## config.mk

```make
export PLATFORM = sky130hd
export DESIGN_NAME = latency_window_statistics_core
export DESIGN_NICKNAME = d
export VERILOG_FILES = /design/src/hdl/lwsta_pkg.sv /design/src/hdl/lwsta_div.sv /design/src/hdl/lwsta_apb.sv /design/src/hdl/latency_window_statistics_core.sv
export SDC_FILE = /design/constraint.sdc
export NUM_CORES = 2
export LEC_CHECK = 0
export BUFFER_PORTS_ARGS = -buffer_cell sky130_fd_sc_hd__buf_4
export CORE_MARGIN = 2
export CORE_UTILIZATION = 50
export CTS_CLUSTER_SIZE = 10
export DETAILED_ROUTE_END_ITERATION = 8
export GPL_ROUTABILITY_DRIVEN = 0
export GPL_TIMING_DRIVEN = 0
export PLACE_DENSITY = 0.71
export SETUP_SLACK_MARGIN = 0.4
export SYNTH_ARGS = -nofsm -noshare
export SYNTH_HDL_FRONTEND = slang
export SYNTH_SLANG_ARGS = --single-unit
```

## constraint.sdc

```tcl
create_clock -name i_clk -period 13 [get_ports i_clk]
set_input_delay 0.65 -clock i_clk [delete_from_list [all_inputs] [get_ports i_clk]]
set_output_delay 0.65 -clock i_clk [all_outputs]
set_load 0.05 [all_outputs]
```

## src/hdl/lwsta_pkg.sv

```systemverilog
// Shared types, widths and constants for the latency window statistics core.
// No dependencies; lwsta_apb and the core top level refer to this package by scoped names.
package lwsta_pkg;

    localparam int DUR_W       = 24;
    localparam int THR_W       = 24;
    localparam int CNT_OUT_W   = 8;
    localparam int PERMILLE_W  = 10;
    localparam int OVR_W       = 32;
    localparam int DATA_W      = 32;
    localparam int PADDR_W     = 3;

    localparam int WINDOW_DEPTH_DEF = 128;
    localparam int PERMILLE_SCALE   = 1000;

    localparam logic [THR_W-1:0] OVERRUN_THR_RST = 24'd1000;
    localparam logic [THR_W-1:0] SLOW_THR_RST    = 24'd500;

    // operation codes
    localparam logic OP_RECORD = 1'b0;
    localparam logic OP_REPORT = 1'b1;

    // register index, taken from paddr[2]
    localparam logic REG_OVERRUN_THR = 1'b0;
    localparam logic REG_SLOW_THR    = 1'b1;

    typedef struct packed {
        logic              operation;
        logic [DUR_W-1:0]  elapsed_us;
        logic              on_time;
    } t_in_item;

    typedef struct packed {
        logic [DUR_W-1:0]      average_us;
        logic [DUR_W-1:0]      maximum_us;
        logic [DUR_W-1:0]      minimum_us;
        logic [CNT_OUT_W-1:0]  valid_count;
        logic [PERMILLE_W-1:0] on_time_permille;
        logic                  slow_flag;
        logic [OVR_W-1:0]      overrun_total;
    } t_out_item;

    typedef struct packed {
        logic [THR_W-1:0] overrun_thr;
        logic [THR_W-1:0] slow_thr;
    } t_cfg;

endpackage

```

## src/hdl/lwsta_div.sv

```systemverilog
// Shared restoring divider, one quotient bit per cycle.
// Depends on nothing but its parameters; instantiated by the core top level.
module lwsta_div #(
    parameter int NUM_W = 31,
    parameter int DEN_W = 8
) (
    input  logic             i_clk,
    input  logic             i_rst_n,
    input  logic             i_start,
    input  logic [NUM_W-1:0] i_num,
    input  logic [DEN_W-1:0] i_den,
    output logic [NUM_W-1:0] o_quot,
    output logic             o_done
);

    localparam int STEP_W = $clog2(NUM_W + 1);

    logic [NUM_W-1:0]  r_quot;
    logic [DEN_W-1:0]  r_rem;
    logic [DEN_W-1:0]  r_den;
    logic [STEP_W-1:0] r_steps;
    logic              r_done;

    logic [DEN_W:0] w_trial;
    logic [DEN_W:0] w_diff;
    logic           w_fits;

    always_comb begin
        w_trial = {r_rem, r_quot[NUM_W-1]};
        w_fits  = w_trial >= {1'b0, r_den};
        w_diff  = w_trial - {1'b0, r_den};
    end

    always_ff @(posedge i_clk) begin
        if (!i_rst_n) begin
            r_steps <= '0;
            r_done  <= 1'b0;
        end else begin
            r_done <= 1'b0;
            if (i_start) begin
                r_quot  <= i_num;
                r_rem   <= '0;
                r_den   <= i_den;
                r_steps <= STEP_W'(NUM_W);
            end else if (r_steps != '0) begin
                // shift in the next dividend bit, subtract when it fits
                r_quot  <= {r_quot[NUM_W-2:0], w_fits};
                r_rem   <= w_fits ? w_diff[DEN_W-1:0] : w_trial[DEN_W-1:0];
                r_steps <= r_steps - STEP_W'(1);
                if (r_steps == STEP_W'(1)) begin
                    r_done <= 1'b1;
                end
            end
        end
    end

    assign o_quot = r_quot;
    assign o_done = r_done;

endmodule

```

## src/hdl/lwsta_apb.sv

```systemverilog
// APB-style configuration registers: overrun and slow-average thresholds.
// Depends on lwsta_pkg for widths, reset values and register indexes.
module lwsta_apb (
    input  logic                           i_clk,
    input  logic                           i_rst_n,
    input  logic                           psel,
    input  logic                           penable,
    input  logic                           pwrite,
    input  logic [lwsta_pkg::PADDR_W-1:0]  paddr,
    input  logic [lwsta_pkg::DATA_W-1:0]   pwdata,
    output logic [lwsta_pkg::DATA_W-1:0]   prdata,
    output logic                           pready,
    output lwsta_pkg::t_cfg                o_cfg
);

    lwsta_pkg::t_cfg r_cfg;

    always_ff @(posedge i_clk) begin
        if (!i_rst_n) begin
            r_cfg.overrun_thr <= lwsta_pkg::OVERRUN_THR_RST;
            r_cfg.slow_thr    <= lwsta_pkg::SLOW_THR_RST;
        end else if (psel && penable && pwrite) begin
            unique case (paddr[2])
                lwsta_pkg::REG_OVERRUN_THR: begin
                    r_cfg.overrun_thr <= pwdata[lwsta_pkg::THR_W-1:0];
                end
                lwsta_pkg::REG_SLOW_THR: begin
                    r_cfg.slow_thr <= pwdata[lwsta_pkg::THR_W-1:0];
                end
                default: begin
                    r_cfg <= r_cfg;
                end
            endcase
        end
    end

    always_comb begin
        unique case (paddr[2])
            lwsta_pkg::REG_OVERRUN_THR: prdata = lwsta_pkg::DATA_W'(r_cfg.overrun_thr);
            lwsta_pkg::REG_SLOW_THR:    prdata = lwsta_pkg::DATA_W'(r_cfg.slow_thr);
            default:                    prdata = '0;
        endcase
    end

    assign pready = 1'b1;
    assign o_cfg  = r_cfg;

endmodule

```

## src/hdl/latency_window_statistics_core.sv

```systemverilog
// Latency window statistics core: top level with ring memory, scan and sequencer.
// Depends on lwsta_pkg, lwsta_apb (configuration) and lwsta_div (shared divider).
//
// Usage:
//   Command channel: an item beat (i_item) is taken at a rising edge with start high
//   and busy low. A record beat (operation = record) writes duration and on-time flag
//   into the next ring slot and bumps the overrun count when the duration is above
//   the overrun threshold; it gives no result.
//   A report beat scans every ring slot (zero durations are empty) and then runs two
//   divisions on one shared divider: sum / count, then on-time * 1000 / count.
//   Report: busy stays high through the scan, both divisions and the sequencing states;
//   the strobe is registered and comes with the return to idle, so the next beat can be
//   taken while the strobe is high. With an empty window the divisions are skipped.
//   Result channel: o_result is valid for exactly one cycle, marked by o_result_valid.
//   The receiver cannot stall it; the core holds busy until that strobe is issued.
//   Configuration: APB-style writes at byte 0 (overrun threshold) and 4 (slow
//   average threshold); write only while the core is idle.
//   Reset: synchronous, active low. After reset a clearing pass zeroes the ring, one
//   slot per cycle; busy is high meanwhile.
module latency_window_statistics_core #(
    parameter int WINDOW_DEPTH = lwsta_pkg::WINDOW_DEPTH_DEF
) (
    input  logic                           i_clk,
    input  logic                           i_rst_n,
    // command channel
    input  logic                           start,
    output logic                           busy,
    input  lwsta_pkg::t_in_item            i_item,
    // result channel
    output lwsta_pkg::t_out_item           o_result,
    output logic                           o_result_valid,
    // configuration port
    input  logic                           psel,
    input  logic                           penable,
    input  logic                           pwrite,
    input  logic [lwsta_pkg::PADDR_W-1:0]  paddr,
    input  logic [lwsta_pkg::DATA_W-1:0]   pwdata,
    output logic [lwsta_pkg::DATA_W-1:0]   prdata,
    output logic                           pready
);

    localparam int AW    = $clog2(WINDOW_DEPTH);
    localparam int CW    = $clog2(WINDOW_DEPTH + 1);
    localparam int SW    = lwsta_pkg::DUR_W + AW;
    localparam int DUR_W = lwsta_pkg::DUR_W;

    localparam logic [CW-1:0] LAST_IDX  = CW'(WINDOW_DEPTH - 1);
    localparam logic [CW-1:0] DEPTH_CNT = CW'(WINDOW_DEPTH);
    localparam logic [AW-1:0] LAST_POS  = AW'(WINDOW_DEPTH - 1);

    typedef enum logic [2:0] {
        ST_CLEAR,
        ST_IDLE,
        ST_SCAN,
        ST_AVG_GO,
        ST_AVG_WAIT,
        ST_PERM_GO,
        ST_PERM_WAIT
    } t_state;

    t_state                       r_state;
    logic [CW-1:0]                r_cnt;
    logic [AW-1:0]                r_wr_pos;
    logic [lwsta_pkg::OVR_W-1:0]  r_overruns;
    logic [SW-1:0]                r_sum;
    logic [DUR_W-1:0]             r_max;
    logic [DUR_W-1:0]             r_min;
    logic [CW-1:0]                r_count;
    logic [CW-1:0]                r_okc;
    logic [DUR_W-1:0]             r_avg;
    lwsta_pkg::t_out_item         r_result;
    logic                         r_result_valid;

    // ring memory: on-time flag above the duration
    logic [DUR_W:0]               r_window [WINDOW_DEPTH];
    logic [DUR_W:0]               r_rd_data;

    lwsta_pkg::t_cfg              w_cfg;
    logic                         w_accept;
    logic                         w_record;
    logic                         w_report;
    logic [DUR_W-1:0]             w_rd_dur;
    logic                         w_rd_ok;
    logic                         w_rd_live;
    logic                         w_div_start;
    logic [SW-1:0]                w_div_num;
    logic [SW-1:0]                w_quot;
    logic                         w_div_done;

    lwsta_apb u_apb (
        .i_clk   (i_clk),
        .i_rst_n (i_rst_n),
        .psel    (psel),
        .penable (penable),
        .pwrite  (pwrite),
        .paddr   (paddr),
        .pwdata  (pwdata),
        .prdata  (prdata),
        .pready  (pready),
        .o_cfg   (w_cfg)
    );

    assign busy     = (r_state != ST_IDLE);
    assign w_accept = start && !busy;
    assign w_record = w_accept && (i_item.operation == lwsta_pkg::OP_RECORD);
    assign w_report = w_accept && (i_item.operation == lwsta_pkg::OP_REPORT);

    // Memory: zero during the clearing pass, write on a record beat,
    // read one slot per cycle for the scan.
    always_ff @(posedge i_clk) begin
        if (r_state == ST_CLEAR) begin
            r_window[r_cnt[AW-1:0]] <= '0;
        end else if (w_record) begin
            r_window[r_wr_pos] <= {i_item.on_time, i_item.elapsed_us};
        end
        if (r_cnt < DEPTH_CNT) begin
            r_rd_data <= r_window[r_cnt[AW-1:0]];
        end
    end

    // Data read at count k arrives at count k+1; zero durations are empty slots.
    assign w_rd_dur  = r_rd_data[DUR_W-1:0];
    assign w_rd_ok   = r_rd_data[DUR_W];
    assign w_rd_live = (r_state == ST_SCAN) && (r_cnt != '0) && (w_rd_dur != '0);

    // One divider serves both the average and the on-time share.
    assign w_div_start = (r_state == ST_AVG_GO && r_count != '0) || (r_state == ST_PERM_GO);
    assign w_div_num   = (r_state == ST_AVG_GO) ? r_sum
                       : SW'(r_okc) * SW'(lwsta_pkg::PERMILLE_SCALE);

    lwsta_div #(
        .NUM_W (SW),
        .DEN_W (CW)
    ) u_div (
        .i_clk   (i_clk),
        .i_rst_n (i_rst_n),
        .i_start (w_div_start),
        .i_num   (w_div_num),
        .i_den   (r_count),
        .o_quot  (w_quot),
        .o_done  (w_div_done)
    );

    always_ff @(posedge i_clk) begin
        if (!i_rst_n) begin
            r_state        <= ST_CLEAR;
            r_cnt          <= '0;
            r_wr_pos       <= '0;
            r_overruns     <= '0;
            r_result_valid <= 1'b0;
        end else begin
            r_result_valid <= 1'b0;
            unique case (r_state)
                ST_CLEAR: begin
                    // sweep the ring once after reset
                    if (r_cnt == LAST_IDX) begin
                        r_cnt   <= '0;
                        r_state <= ST_IDLE;
                    end else begin
                        r_cnt <= r_cnt + CW'(1);
                    end
                end
                ST_IDLE: begin
                    if (w_record) begin
                        // advance and wrap the write position
                        r_wr_pos <= (r_wr_pos == LAST_POS) ? '0 : r_wr_pos + AW'(1);
                        if (i_item.elapsed_us > w_cfg.overrun_thr) begin
                            r_overruns <= r_overruns + lwsta_pkg::OVR_W'(1);
                        end
                    end
                    if (w_report) begin
                        r_cnt   <= '0;
                        r_sum   <= '0;
                        r_max   <= '0;
                        r_min   <= '1;
                        r_count <= '0;
                        r_okc   <= '0;
                        r_state <= ST_SCAN;
                    end
                end
                ST_SCAN: begin
                    if (w_rd_live) begin
                        r_sum   <= r_sum + SW'(w_rd_dur);
                        r_count <= r_count + CW'(1);
                        r_okc   <= r_okc + CW'(w_rd_ok);
                        if (w_rd_dur > r_max) begin
                            r_max <= w_rd_dur;
                        end
                        if (w_rd_dur < r_min) begin
                            r_min <= w_rd_dur;
                        end
                    end
                    if (r_cnt == DEPTH_CNT) begin
                        r_state <= ST_AVG_GO;
                    end else begin
                        r_cnt <= r_cnt + CW'(1);
                    end
                end
                ST_AVG_GO: begin
                    if (r_count == '0) begin
                        // empty window: drop the divisions, report zeros and the overrun total
                        r_result.average_us       <= '0;
                        r_result.maximum_us       <= '0;
                        r_result.minimum_us       <= '0;
                        r_result.valid_count      <= '0;
                        r_result.on_time_permille <= '0;
                        r_result.slow_flag        <= 1'b0;
                        r_result.overrun_total    <= r_overruns;
                        r_result_valid            <= 1'b1;
                        r_state                   <= ST_IDLE;
                    end else begin
                        r_state <= ST_AVG_WAIT;
                    end
                end
                ST_AVG_WAIT: begin
                    if (w_div_done) begin
                        r_avg   <= w_quot[DUR_W-1:0];
                        r_state <= ST_PERM_GO;
                    end
                end
                ST_PERM_GO: begin
                    r_state <= ST_PERM_WAIT;
                end
                ST_PERM_WAIT: begin
                    if (w_div_done) begin
                        r_result.average_us       <= r_avg;
                        r_result.maximum_us       <= r_max;
                        r_result.minimum_us       <= r_min;
                        r_result.valid_count      <= lwsta_pkg::CNT_OUT_W'(r_count);
                        r_result.on_time_permille <= w_quot[lwsta_pkg::PERMILLE_W-1:0];
                        r_result.slow_flag        <= (r_avg > w_cfg.slow_thr);
                        r_result.overrun_total    <= r_overruns;
                        r_result_valid            <= 1'b1;
                        r_state                   <= ST_IDLE;
                    end
                end
                default: begin
                    r_state <= ST_IDLE;
                end
            endcase
        end
    end

    assign o_result       = r_result;
    assign o_result_valid = r_result_valid;

`ifndef SYNTHESIS
    // an empty window must give a zero average, a zero maximum and no slow flag
    a_empty_zero: assert property (@(posedge i_clk) disable iff (!i_rst_n)
        (o_result_valid && r_count == '0) |->
        (o_result.average_us == '0 && o_result.slow_flag == 1'b0 && o_result.maximum_us == '0))
        else $error("empty window report carries nonzero statistics");

    // a record beat must move the write position
    a_wr_advance: assert property (@(posedge i_clk) disable iff (!i_rst_n)
        w_record |=> (r_wr_pos != $past(r_wr_pos)))
        else $error("write position did not advance on a record beat");

    // a report beat must hold the core busy
    a_report_busy: assert property (@(posedge i_clk) disable iff (!i_rst_n)
        w_report |=> busy)
        else $error("core not busy after a report beat");

    // maximum never below minimum in a reported window
    a_max_min: assert property (@(posedge i_clk) disable iff (!i_rst_n)
        o_result_valid |-> (o_result.maximum_us >= o_result.minimum_us))
        else $error("reported maximum below minimum");

    // on-time share bounded by one thousand
    a_permille: assert property (@(posedge i_clk) disable iff (!i_rst_n)
        o_result_valid |-> (o_result.on_time_permille <= 10'd1000))
        else $error("on-time share above one thousand");
`endif

endmodule
```

=== Yosys cells after proc, flatten, opt, wreduce, memory -nomap -nowiden ===
Memory sizes are Yosys's and may differ from the RTL's. A register that Yosys moved wholly into a read port is not among the register bits.
Cells that the tools add are included.
W data, S select, Z words.

* Add/sub/neg operators: 8
* Multipliers: 1
* Divide/modulo/power cells: 0
* $lt $le $gt $ge: 6
* Equality and inequality tests: 21
* Shifts and indexed selects: 0
* Mux-type cells: 50
* Bitwise operators: 4
* Reduce and logical (&&, ||, !) cells: 35

{| class="wikitable"
|+ Operators with widths
! kind !! number
|-
| $mux W123 || 2
|-
| $pmux W123 S2 || 1
|-
| $mux W31 || 5
|-
| $mux W24 || 6
|-
| $pmux W24 S2 || 2
|-
| $gt A24 B24 Y1 || 3
|-
| $pmux W32 S2 || 1
|-
| $pmux W31 S2 || 1
|-
| $mux W8 || 7
|-
| $add A32 B1 Y32 const B || 1
|-
| $pmux W8 S2 || 2
|-
| $add A31 B24 Y31 || 1
|-
| $mux W25 || 1
|-
| $reduce_or A25 Y1 || 1
|-
| $lt A24 B24 Y1 || 1
|-
| $pmux W8 S3 || 1
|-
| $reduce_bool A24 Y1 || 1
|-
| $pmux W3 S7 || 1
|-
| $mux W3 || 6
|-
| $add A8 B1 Y8 const B || 2
|-
| $reduce_bool A8 Y1 || 2
|-
| $mul A8 B7 Y15 const B || 1
|-
| $reduce_and A5 Y1 || 3
|-
| $mux W7 || 2
|-
| 32 further kinds || 71
|}

* Flip-flop bits (word level): 394
* Latch bits: 0
* Bits in writable memories: 3,200
* Memory bits (read-only): 0
* Output and inout port bits: 158
* Memories: 1

{| class="wikitable"
|+ Memories
! name !! depth !! width !! rd ports !! clocked after Yosys merged registers in !! write ports !! line !! text
|-
| r_window || 128 || 25 || 1 || 1 || 1 || latency_window_statistics_core.sv:75 || <nowiki>logic [DUR_W:0] r_window [WINDOW_DEPTH];</nowiki>
|}

=== Depth between registers and ports, before layout ===
* Depth after elaboration: 9
* Depth in mapped cells: 15
* Depth with buffers taken out: 15

=== Modules after synthesis ===
Synthesis repeated with hierarchy kept, for this count alone.

* Cell total of the unflattened synthesis: 7,001
* Area total of the unflattened synthesis: 144,916.5 sq um

{| class="wikitable"
|+ By module, submodules not included
! module !! times used !! cells each !! area each (sq um) !! sequential area each (sq um)
|-
| latency_window_statistics_core || 1 || 6,579 || 139,938.0 || 105,130.8
|-
| lwsta_div || 1 || 196 || 2,720.1 || 1,531.5
|-
| lwsta_apb || 1 || 226 || 2,258.4 || 960.9
|}

=== Least setup slack after synthesis ===
No wires, ideal clock.

* Path type: register -> register
* From: reg r_cnt[1]
* To: reg r_max[0], enable pin
* Arrival time: 12,091 ps
* Required time: 12,562 ps
* Path slack: 471 ps
* Stages on the path, launching flop included: 13
* Cells stage by stage: dfxtp_1 buf_2 buf_2 buf_2 buf_2 buf_2 inv_1 ha_1 nor4b_1 o2bb2ai_1 a2111oi_0 o21ai_0 o21ai_0

* Cells in the longest elaborated chain, start to end: 5

{| class="wikitable"
|+ Ends and longest elaborated chain
! item !! line !! text
|-
| from (decl) || latency_window_statistics_core.sv:62 || <nowiki>logic [CW-1:0] r_cnt;</nowiki>
|-
| from (signal assigned) || latency_window_statistics_core.sv:160 || <nowiki>r_cnt <= r_cnt + CW'(1);</nowiki>
|-
| from (signal assigned) || latency_window_statistics_core.sv:196 || <nowiki>r_cnt <= r_cnt + CW'(1);</nowiki>
|-
| $reduce_bool A8 Y1 || latency_window_statistics_core.sv:124 || <nowiki>assign w_rd_live = (r_state == ST_SCAN) && (r_cnt != '0) && (w_rd_dur != '0);</nowiki>
|-
| $logic_and A1 B1 Y1 (2 in a row) || latency_window_statistics_core.sv:124 ||
|-
| $ne A2 B2 Y1 (no line) || n/a ||
|-
| $reduce_and A5 Y1 (no line) || n/a ||
|-
| to (signal assigned) || latency_window_statistics_core.sv:187 || <nowiki>r_max <= w_rd_dur;</nowiki>
|-
| to (decl) || latency_window_statistics_core.sv:66 || <nowiki>logic [DUR_W-1:0] r_max;</nowiki>
|}

No other way between the ends.
A chain may end at the register's enable or synchronous reset.

=== Worst setup path in the final report ===
* From: reg r_cnt[1]
* To: reg r_min[9], enable pin

* Cells in the longest elaborated chain, start to end: 5

{| class="wikitable"
|+ Ends and longest elaborated chain
! item !! line !! text
|-
| $reduce_bool A8 Y1 || latency_window_statistics_core.sv:124 ||
|-
| $logic_and A1 B1 Y1 (2 in a row) || latency_window_statistics_core.sv:124 ||
|-
| $ne A2 B2 Y1 (no line) || n/a ||
|-
| $reduce_and A5 Y1 (no line) || n/a ||
|-
| to (signal assigned) || latency_window_statistics_core.sv:190 || <nowiki>r_min <= w_rd_dur;</nowiki>
|-
| to (decl) || latency_window_statistics_core.sv:67 || <nowiki>logic [DUR_W-1:0] r_min;</nowiki>
|}

No other way between the ends.

==> impl_metrics.csv <==
group,metric,value,unit
run_status,status,"finished with violations",
run_status,violations,"design-rule violations, max-capacitance violations, max-slew violations",
yosys,synth_fa_ha_area_frac,0.0186,
cells_and_area,final_cell_mix,"edfxtp_1 (3514), mux4_2 (990), clkbuf_16 (414), nand2_1 (296), buf_4 (236)",
global_routing,grt_pass1_wl,618000,um
yosys,synthSimpleGateAreaFrac,0.0332,
sta,fmax,0.142,GHz
place,dpl_worst_slack,6.47,ns
detailed_routing,vias,80246,
sta,rsz0062_at_grt,"false",
cells_and_area,fin_nets,8017,
place,io_buffers,205,
min_path,hp-class,"in -> reg",
cells_and_area,area_growth,15.4,%
cells_and_area,multi_input_area,0.0351,mm^2
clock_network,cts-buffers-inserted,407,
sta,period_share,0.543,
setup_path,crit_fanout,24,
place,place_area,0.155,mm^2
global_routing,grt_max_degree,111,
yosys,synth_edf_count,3514,
floorplan,die_h,540,um
sta,layout_setup_ws,5.95,ns
clock_network,h-tree-depth,5,
clock_network,clk_pin_slew,0.06,ns
detailed_routing,viasPerCell,6.90,
yosys,postSynthCellCount,6943,
floorplan,die-area,0.292,mm^2
setup_path,crit_arrival,7.51,ns
sta,relSlewSlack,-0.0766,
sta,skew,0.125,ns
pwr,powerDensity,148,mW/mm^2
yosys,async_flop_share,0,
clock_network,clk_latency,0.97,ns
floorplan,row_count,196,
yosys,postSynthAreaPerCell,20.7,um^2
clock_network,clockRootBuffer,"clkbuf_16",
pwr,ir_drop,0.000122,V
place,dp_hpwl,304000,um
yosys,synth_top_family_by_area,"multiplexers",
run,maxCapViolations,12,
yosys,synth.area.mux_share,0.161,
setup_path,startpoint_type,"flip-flop",
sta,worst_pin_slew,1.61,ns
detailed_routing,ant_nets,0,
setup_path,cp-end-kind,"flip-flop",
sta,timing.hold.ws,0.0273,ns
clock_network,cts_resized,0,
yosys,yosysSeqAreaShare,0.749,
clock_network,clock_path_buffers,4,
detailed_routing,firstDrtPassIters,9,
yosys,synth_compound_area_frac,0.0188,
floorplan,ios,225,
sta,maxSlewViolCount,101,
global_routing,antenna_found_initial,29,
global_routing,overflow,0,
cells_and_area,layout-drive-gt1-share,0.271,
yosys,synthesis.area,0.144,mm^2
clock_network,cts_tree,"built",
cells_and_area,fillCellCount,19830,
clock_network,cts_sinks,3619,
detailed_routing,drc,349,
setup_path,crit_type,"reg -> reg",
pwr,cellLeakagePower,0.0534,uW
global_routing,grt_usage,0.310,
sta,hold_viol,0,
yosys,ys_ff_latch,3619,
setup_path,cp.required,13.46,ns
floorplan,core_area,0.286,mm^2
cells_and_area,ff_latch_area,0.108,mm^2
floorplan,start_util,0.503,
yosys,ys.flop_type,"edfxtp_1",
sta,setup_viol_count_final,0,
detailed_routing,postRouteWirelength,456000,um
yosys,synth_xor_area_frac,0.00487,
sta,finalCriticalPeriod,7.05,ns
yosys,synth.distinct_cells,71,
yosys,yosys_warnings,0,
detailed_routing,drt_iter0_drc,14777,
floorplan,die_x,540,um
cells_and_area,final_area,0.166,mm^2
global_routing,grt_pass1_vias,77532,
cells_and_area,final_common_cell,"edfxtp_1",
detailed_routing,wire_per_inst,39.2,um
==> cell usage after synthesis (all sizes together) (61+ instances only) <==
library cell | number | share of area
mux4 | 990 | 0.16
and3 | 62 | 0.0027
nor2 | 328 | 0.0086
ha | 177 | 0.015
edfxtp | 3514 | 0.73
buf | 162 | 0.0058
mux2i | 79 | 0.0055
dfxtp | 105 | 0.015
and2 | 61 | 0.0027
nand2 | 296 | 0.0077
o21ai | 95 | 0.0033
inv | 163 | 0.0043
nand3 | 64 | 0.0022
clkbuf | 189 | 0.0049
a21oi | 147 | 0.0051
==> where the power goes <==
part | switching [uW] | leakage (uW) | internal (uW)
Sequential | 96.9 | 0.0333 | 12800
Clock | 4330 | 0.00529 | 5650
Combinational | 1110 | 0.0149 | 699
Total | 5530 | 0.0534 | 19100
==> kinds of logic after synthesis <==
logic type                 Yosys count
adders and majority gates          200
other                                2
muxes                             1074
and+or+nand+nor                   1019
buffers and inverters              514
xor gates and xnor gates            80
DFF                               3619
AOI/OAI and AO/OA                  435
==> routing by layer <==
layer,up-vias,track usage,share of wire
met5,-,0.0133,0.0012
met4,31,0.186,0.075
met3,1696,0.113,0.15
met2,7259,0.464,0.45
met1,41242,0.387,0.33
li1,30018,-,-
==> worst max-delay path, cell delays in order (launching register included) <==
cell       delay (ns)
dfxtp_1          0.74
buf_2            0.34
buf_2            0.36
buf_2            0.59
buf_2            0.60
buf_2            0.41
inv_1            0.11
ha_1             0.18
nor4b_1          0.21
o2bb2ai_1        0.26
a2111oi_2        0.78
buf_4            0.29
buf_4            0.17
buf_2            0.22
nor2b_1          0.20
o2111ai_1        0.11
nand3_1          0.93
==> final timing paths <==
| check | start | end | slack (ns) | cells past startpoint |
|---|---|---|---|---|
| max reg2reg | r_cnt[1]$_SDFFE_PN0P_ | r_min[9]$_SDFFCE_PN1P_ | 5.95 | 16 |
| min reg2reg | u_div.o_quot[16]$_DFFE_PP_ | r_avg[16]$_DFFE_PP_ | 0.43 | 0 |
| max | r_cnt[1]$_SDFFE_PN0P_ | r_min[9]$_SDFFCE_PN1P_ | 5.95 | 16 |
| min | pwdata[4] | u_apb.o_cfg[4]$_SDFFE_PN1P_ | 0.03 | 3 |
==> stage by stage <==
step                total power (uW)  std cells  TNS (ns)  utilization
floorplan                      14100       6950         0            -
global placement               14800      10917   -443.79        0.525
detailed placement             14800      11093         0        0.542
CTS                            24600      11590         0        0.581
global route                   25100      11606         0        0.581
finish                         24600      11622         0        0.581
==> flip-flops by register name (all words and copies together), names as in the netlist <==
| signal | flops |
|---|---|
| o_result | 123 |
| o_result_valid | 1 |
| r_avg | 24 |
| r_cnt | 8 |
| r_count | 8 |
| r_max | 24 |
| r_min | 24 |
| r_okc | 8 |
| r_overruns | 32 |
| r_rd_data | 25 |
| r_state | 3 |
| r_sum | 31 |
| r_window | 3200 |
| r_wr_pos | 7 |
| u_apb.o_cfg | 48 |
| u_div.o_done | 1 |
| u_div.o_quot | 31 |
| u_div.r_den | 8 |
| u_div.r_rem | 8 |
| u_div.r_steps | 5 |
==> layout make-up <==
| class | instances | area share |
|---|---|---|
| diodes | 30 | 0.000452 |
| plain buffers | 351 | 0.00940 |
| clock buffers | 468 | 0.0638 |
| clock inverters | 21 | 0.00137 |
| inverters | 163 | 0.00369 |
| multi-input cells | 2817 | 0.212 |
| flip-flops and latches | 3619 | 0.648 |
| well taps | 3762 | 0.0284 |
| repair buffers | 391 | 0.0329 |
==> timing repair <==
item                                   4_1_cts  5_1_grt
buffers inserted                             0        0
hold buffers                                 8        0
endpoints found under the hold margin       12        0
Note: power is estimated with default switching activity, not from simulation.
